File: src/hdl/rrfc_pkg.sv
// Package for the receiver reply frame checker.
// Holds the command and status codes, the frame constants and the types
// shared between the collect and check stages. No dependencies.
`default_nettype none

package rrfc_pkg;

  localparam int unsigned FrameLen = 8;
  localparam int unsigned IdxW     = $clog2(FrameLen);

  localparam logic [7:0] CrChar        = 8'h0D;
  localparam logic [7:0] ChannelReset  = 8'd49;
  localparam logic [7:0] ZeroChar      = 8'h30;
  localparam logic [7:0] NineChar      = 8'h39;
  localparam logic [7:0] ChecksumBias  = 8'h20;
  localparam logic [7:0] EcFormMask    = 8'hC0;
  localparam logic [7:0] EcFormValue   = 8'h40;
  localparam logic [7:0] EcPollMask    = 8'h06;
  localparam logic [7:0] EcOscMask     = 8'h08;
  localparam logic [7:0] EcUnavailMask = 8'h10;
  localparam logic [7:0] EcLevelMask   = 8'h20;
  localparam logic [7:0] HighBitMask   = 8'h80;

  typedef enum logic [1:0] {
    CMD_POLL     = 2'd0,
    CMD_BYTE     = 2'd1,
    CMD_DEADLINE = 2'd2
  } cmd_t;

  typedef enum logic [3:0] {
    ST_OK          = 4'd0,
    ST_TIMEOUT     = 4'd1,
    ST_COMMS       = 4'd2,
    ST_PROTOCOL    = 4'd3,
    ST_WRONG_CHAN  = 4'd4,
    ST_POLL        = 4'd5,
    ST_OSC_UNLOCK  = 4'd6,
    ST_UNAVAILABLE = 4'd7,
    ST_OVERFLOW    = 4'd8,
    ST_UNDERFLOW   = 4'd9
  } status_t;

  // Frame bytes, byte i of the reply at index i.
  typedef logic [FrameLen-1:0][7:0] frame_t;

  // Finished frame or timeout waiting for the check stage.
  typedef struct packed {
    logic       valid;
    logic       timeout;
    logic [3:0] count;
  } pend_t;

  function automatic logic is_digit(input logic [7:0] c);
    return (c >= ZeroChar) && (c <= NineChar);
  endfunction

endpackage

`default_nettype wire

File: src/hdl/rrfc_check.sv
// Check stage: validates a finished frame combinationally and holds the result
// in the output register. Depends on rrfc_pkg.
`default_nettype none

module rrfc_check (
  input  wire logic             clk,
  input  wire logic             rst,
  input  wire rrfc_pkg::pend_t  pend,
  input  wire rrfc_pkg::frame_t frame,
  input  wire logic [7:0]       expected_channel,
  output logic                  advance,
  output logic                  valid,
  input  wire logic             ready,
  output logic [3:0]            status,
  output logic [13:0]           level_code,
  output logic                  local_selected,
  output logic [7:0]            reported_channel
);

  rrfc_pkg::status_t st_calc;
  logic [13:0]       level_calc;
  logic              local_calc;
  logic [7:0]        chan_calc;
  logic              fields_ok;
  logic              early;
  logic              high_bit;
  logic              digits_ok;
  logic [7:0]        sum;
  logic [7:0]        check_char;
  logic [7:0]        ec;

  assign advance = !valid || ready;
  assign ec      = frame[4];

  always_comb begin
    early     = !pend.count[3];
    high_bit  = 1'b0;
    for (int i = 0; i < 7; i++) begin
      high_bit = high_bit | ((frame[i] & rrfc_pkg::HighBitMask) != 8'd0);
    end
    digits_ok = rrfc_pkg::is_digit(frame[0]) && rrfc_pkg::is_digit(frame[1]) &&
                rrfc_pkg::is_digit(frame[2]) && rrfc_pkg::is_digit(frame[3]) &&
                rrfc_pkg::is_digit(frame[5]);
    sum = frame[0] + frame[1] + frame[2] + frame[3] + frame[4] + frame[5];
    check_char = {2'b00, sum[5:0]} + rrfc_pkg::ChecksumBias;
    fields_ok = !early && !high_bit && (frame[7] == rrfc_pkg::CrChar) &&
                digits_ok && (frame[6] == check_char);

    if (early) begin
      st_calc = rrfc_pkg::ST_PROTOCOL;
    end else if (high_bit) begin
      st_calc = rrfc_pkg::ST_COMMS;
    end else if (!fields_ok) begin
      st_calc = rrfc_pkg::ST_PROTOCOL;
    end else if (frame[5] != expected_channel) begin
      st_calc = rrfc_pkg::ST_WRONG_CHAN;
    end else if ((ec & rrfc_pkg::EcFormMask) != rrfc_pkg::EcFormValue) begin
      st_calc = rrfc_pkg::ST_PROTOCOL;
    end else if ((ec & rrfc_pkg::EcPollMask) != 8'd0) begin
      st_calc = rrfc_pkg::ST_POLL;
    end else if ((ec & rrfc_pkg::EcOscMask) != 8'd0) begin
      st_calc = rrfc_pkg::ST_OSC_UNLOCK;
    end else if ((ec & rrfc_pkg::EcUnavailMask) != 8'd0) begin
      st_calc = rrfc_pkg::ST_UNAVAILABLE;
    end else if ((ec & rrfc_pkg::EcLevelMask) != 8'd0) begin
      st_calc = (frame[0] == rrfc_pkg::ZeroChar) ? rrfc_pkg::ST_OVERFLOW
                                                 : rrfc_pkg::ST_UNDERFLOW;
    end else begin
      st_calc = rrfc_pkg::ST_OK;
    end

    // Digits are known to be 0x30..0x39 here, so the low nibble is the value.
    level_calc = 14'd0;
    local_calc = 1'b0;
    if (fields_ok) begin
      level_calc = 14'(frame[0][3:0]) * 14'd1000 + 14'(frame[1][3:0]) * 14'd100 +
                   14'(frame[2][3:0]) * 14'd10 + 14'(frame[3][3:0]);
      local_calc = ec[0];
    end
    chan_calc = (pend.count >= 4'd6) ? frame[5] : 8'd0;

    if (pend.timeout) begin
      st_calc    = rrfc_pkg::ST_TIMEOUT;
      level_calc = 14'd0;
      local_calc = 1'b0;
      chan_calc  = 8'd0;
    end
  end

  always_ff @(posedge clk) begin
    if (rst) begin
      valid <= 1'b0;
    end else if (advance) begin
      valid <= pend.valid;
    end
  end

  always_ff @(posedge clk) begin
    if (advance) begin
      status           <= st_calc;
      level_code       <= level_calc;
      local_selected   <= local_calc;
      reported_channel <= chan_calc;
    end
  end

  a_pend_count: assert property (@(posedge clk) disable iff (rst)
    pend.valid && !pend.timeout |-> pend.count >= 4'd1 && pend.count <= 4'd8)
    else $error("pending frame with impossible byte count");

  a_timeout_zero: assert property (@(posedge clk) disable iff (rst)
    valid && status == rrfc_pkg::ST_TIMEOUT |->
      level_code == 14'd0 && !local_selected && reported_channel == 8'd0)
    else $error("timeout result carries frame fields");

  a_bad_frame_zero: assert property (@(posedge clk) disable iff (rst)
    valid && (status == rrfc_pkg::ST_COMMS || status == rrfc_pkg::ST_PROTOCOL) &&
      level_code != 14'd0 |-> status == rrfc_pkg::ST_PROTOCOL)
    else $error("comms error result carries a level code");

  a_level_range: assert property (@(posedge clk) disable iff (rst)
    valid |-> level_code <= 14'd9999)
    else $error("level code beyond four decimal digits");

  a_stall_hold: assert property (@(posedge clk) disable iff (rst)
    $past(valid) && !$past(ready) && !$past(rst) |-> valid && $stable(status))
    else $error("result changed while waiting to be taken");

endmodule

`default_nettype wire
File: config.mk
export PLATFORM = sky130hd
export DESIGN_NAME = rrfc_check
export DESIGN_NICKNAME = d
export VERILOG_FILES = /design/src/hdl/rrfc_pkg.sv /design/src/hdl/rrfc_check.sv
export SDC_FILE = /design/constraint.sdc
export NUM_CORES = 1
export LEC_CHECK = 0
export BUFFER_PORTS_ARGS = -buffer_cell sky130_fd_sc_hd__buf_4
export CAP_MARGIN = 20
export CORE_ASPECT_RATIO = 0.75
export CORE_UTILIZATION = 40
export DETAILED_ROUTE_END_ITERATION = 8
export GPL_TIMING_DRIVEN = 0
export PLACE_DENSITY_LB_ADDON = 0.2
export SLEW_MARGIN = 20
export SYNTH_ARGS = -nofsm -noshare
export SYNTH_HDL_FRONTEND = slang
export SYNTH_SLANG_ARGS = --single-unit
File: constraint.sdc
create_clock -name clk -period 8 [get_ports clk]
set_input_delay 2.4 -clock clk [delete_from_list [all_inputs] [get_ports clk]]
set_output_delay 2.4 -clock clk [all_outputs]
set_load 0.005 [all_outputs]
==> reports/results.ini <==
[run_status]
outcome=complete, but fails checks
violations=design-rule violations

[clocking]
cts.path.max_buffers=2
cts.clk_slew.worst_paths_ns=0.07
cts_max_level=1
ctsResizeCount=0
cts_made_buffers=3
cts_setup_buffers=0
cts_tree=done
hold_buffers=0
root_buffer=clkbuf_16
clkSinkCount=28
clock_latency_ns=0.26

[power_and_ir_drop]
vdd_ir_drop_max_mv=0.0968
p_leak_nw=2.42
p_per_area_nw_per_um2=191

[drt]
drcViolationCount=2
dr.first_iter.drc_count=165
wl_per_cell_um=13.8
wirelength_um=8340
num_vias=2865
antenna_left=0
dr.pass1.iters=9
via_per_inst=4.74

[final_layout]
syn_to_final_growth_pct=28.9
nNetsFinal=658
drive_gt1_frac=0.254
fin_util=0.531
antennaDiodeCount=0

[setup_path]
cp.arrival_ns=6.77
worstPathRequired_ns=8.12
critPathCaptureType=flop
crit_path_max_fanout=10
critPathLaunchType=input port
critPathKind=input port to flop

[global_routing]
antenna_found_initial=0
grt_max_degree=30
grt.total_usage=0.177
grt-ovfl-total=0
grt_pass1_wl_um=13400
grt_pass1_vias=2813

[synth]
synthMuxAreaShare=0.00302
synth_top_family_by_area=adder cells
synth_warnings=0
synth.avg_cell_area_sq_um=10.2
synthesis.nets=545
synth-seq-area-share=0.223
async_flop_share=0
synth_flop_cell=edfxtp_1
synth_top_area_share=0.218
synth-simple-area-share=0.120
netlist_area_sq_um=3730
synth_edf_count=27
synth_compound_area_frac=0.0849
ys_types=42
yosys.area_share.adder=0.405
syn_inst=365
yosys-top-cells-area=edfxtp_1 22%, ha_1 21%, fa_1 19%
ys_ff_latch=28
yosysTopAreaCell=edfxtp_1
synthXorXnorAreaFrac=0.0920

[place]
port_buffers=108
dp_hpwl_um=7380
gp_congestion=0.820

[sta]
post-route-period-util=0.832
relSlewSlack=0.538
finalCriticalPeriod_ns=6.65
final_hold_viol_count=0
max_freq_ghz=0.150
worstMarginPinSlew_ns=0.693
drv_slew=0
finClkSkew_ns=0.00705
tns_ns=0
grt_setup_unrepaired=no
setup_viol=0

[floorplan]
dieArea_sq_um=9710
die_h_um=85.6
rows=30
start_util=0.412
core_area_sq_um=9050
ios=110
die_x_um=113

[flow_run]
max-cap-violations=0

[min_path]
hp-class=flop to flop

[Yosys cell counts (2+ instances only)]
cell and count:
o21a_1 2, o31ai_1 2, fa_1 36, nand4b_1 3
a21boi_0 2, a31oi_1 2, or2_2 2, buf_6 2
nor4_1 2, nor3_1 6, xor2_1 7, ha_1 63
and2_1 8, a21oi_1 16, a21o_1 8, nand2b_1 3
nor2b_1 8, xnor2_1 27, xnor3_1 2, nor2_1 23
a211oi_1 2, inv_1 66, nand3_1 2, edfxtp_1 27
o21ai_0 11, nand2_1 11, nand4_1 7
[placed cells by master, fill, tap and decap left out, types with 2 or more instances in the layout]
cell type	netlist	layout
a211oi_1	2	2
a21boi_0	2	2
a21o_1	8	8
a21oi_1	16	16
a31oi_1	2	2
and2_1	8	8
buf_4	0	108
buf_6	2	2
clkbuf_16	0	3
edfxtp_1	27	27
fa_1	36	36
ha_1	63	63
inv_1	66	66
nand2_1	11	11
nand2b_1	3	2
nand3_1	2	2
nand4_1	7	7
nand4b_1	3	3
nor2_1	23	23
nor2b_1	8	8
nor3_1	6	6
nor4_1	2	2
o21a_1	2	2
o21ai_0	11	11
o31ai_1	2	2
or2_2	2	2
xnor2_1	27	27
xnor3_1	2	2
xor2_1	7	7
[logic make-up after synthesis]
kind of cell | count (synthesis)
adder cells (fa/ha/maj) | 99
AND/OR/NAND/NOR | 83
buffers and inverters | 68
AO/OA/AOI/OAI | 50
XOR/XNOR | 36
flip-flops | 28
multiplexers | 1
[worst paths after layout]
check / from / end / slack, ns / cells after the start
setup reg to reg: valid / level_code[3] / 6.79 / 1
hold / removal: valid / valid / 1.03 / 2
hold reg to reg: valid / valid / 1.03 / 2
setup / recovery: frame[3] / level_code[3] / 1.35 / 16
[layer usage]
layer,GRT usage,vias to the layer above,share of wire
met5,0,-,0
met4,0.0395,0,0.0091
met3,0.0155,5,0.047
met2,0.270,83,0.44
met1,0.271,1339,0.50
li1,-,1438,-
[critical path, stage by stage]
cell	delay, ns
buf_4	0.16
fa_1	0.54
inv_1	0.05
fa_1	0.50
fa_1	0.61
inv_1	0.06
ha_1	0.28
a21o_1	0.17
a21oi_1	0.16
xnor3_1	0.44
or3b_1	0.38
a2111oi_2	0.51
nand2b_1	0.13
buf_6	0.16
buf_6	0.14
nor2_1	0.10
[state kept, by name, indices dropped and copies added (netlist names)]
signal	cells
level_code	14
reported_channel	8
status	4
local_selected	1
valid	1
[power by group]
part | internal [W] | switching [W]
Combinational | 0.000299 | 0.000302
Clock | 0.0000997 | 0.0000489
Sequential | 0.000168 | 0.00000204
[cell type report]
| class | instances | area [sq um] |
|---|---|---|
| fillers | 843 | 4240 |
| repair buffers | 108 | 811 |
| inverters | 66 | 248 |
| plain buffers | 2 | 22.5 |
| well taps | 128 | 160 |
| multi-input cells | 269 | 2630 |
| flip-flops and latches | 28 | 831 |
| clock buffers | 3 | 75.1 |
| clock inverters | 1 | 30.0 |
[stage by stage]
stage	cell area (sq um)	hold WS (ns)	setup WS, ns	power, W	std cells
2_1_floorplan	3730	1.18	1.60	0.000619	365
3_3_place_gp	4700	1.38	1.13	0.000758	601
4_1_cts	4810	1.06	1.34	0.000929	605
6_report	4810	1.03	1.35	0.000920	605
5_1_grt	4810	1.14	1.07	0.00102	605
3_5_place_dp	4700	1.05	1.07	0.000768	601
No activity file was read; power rests on OpenSTA's default activity.
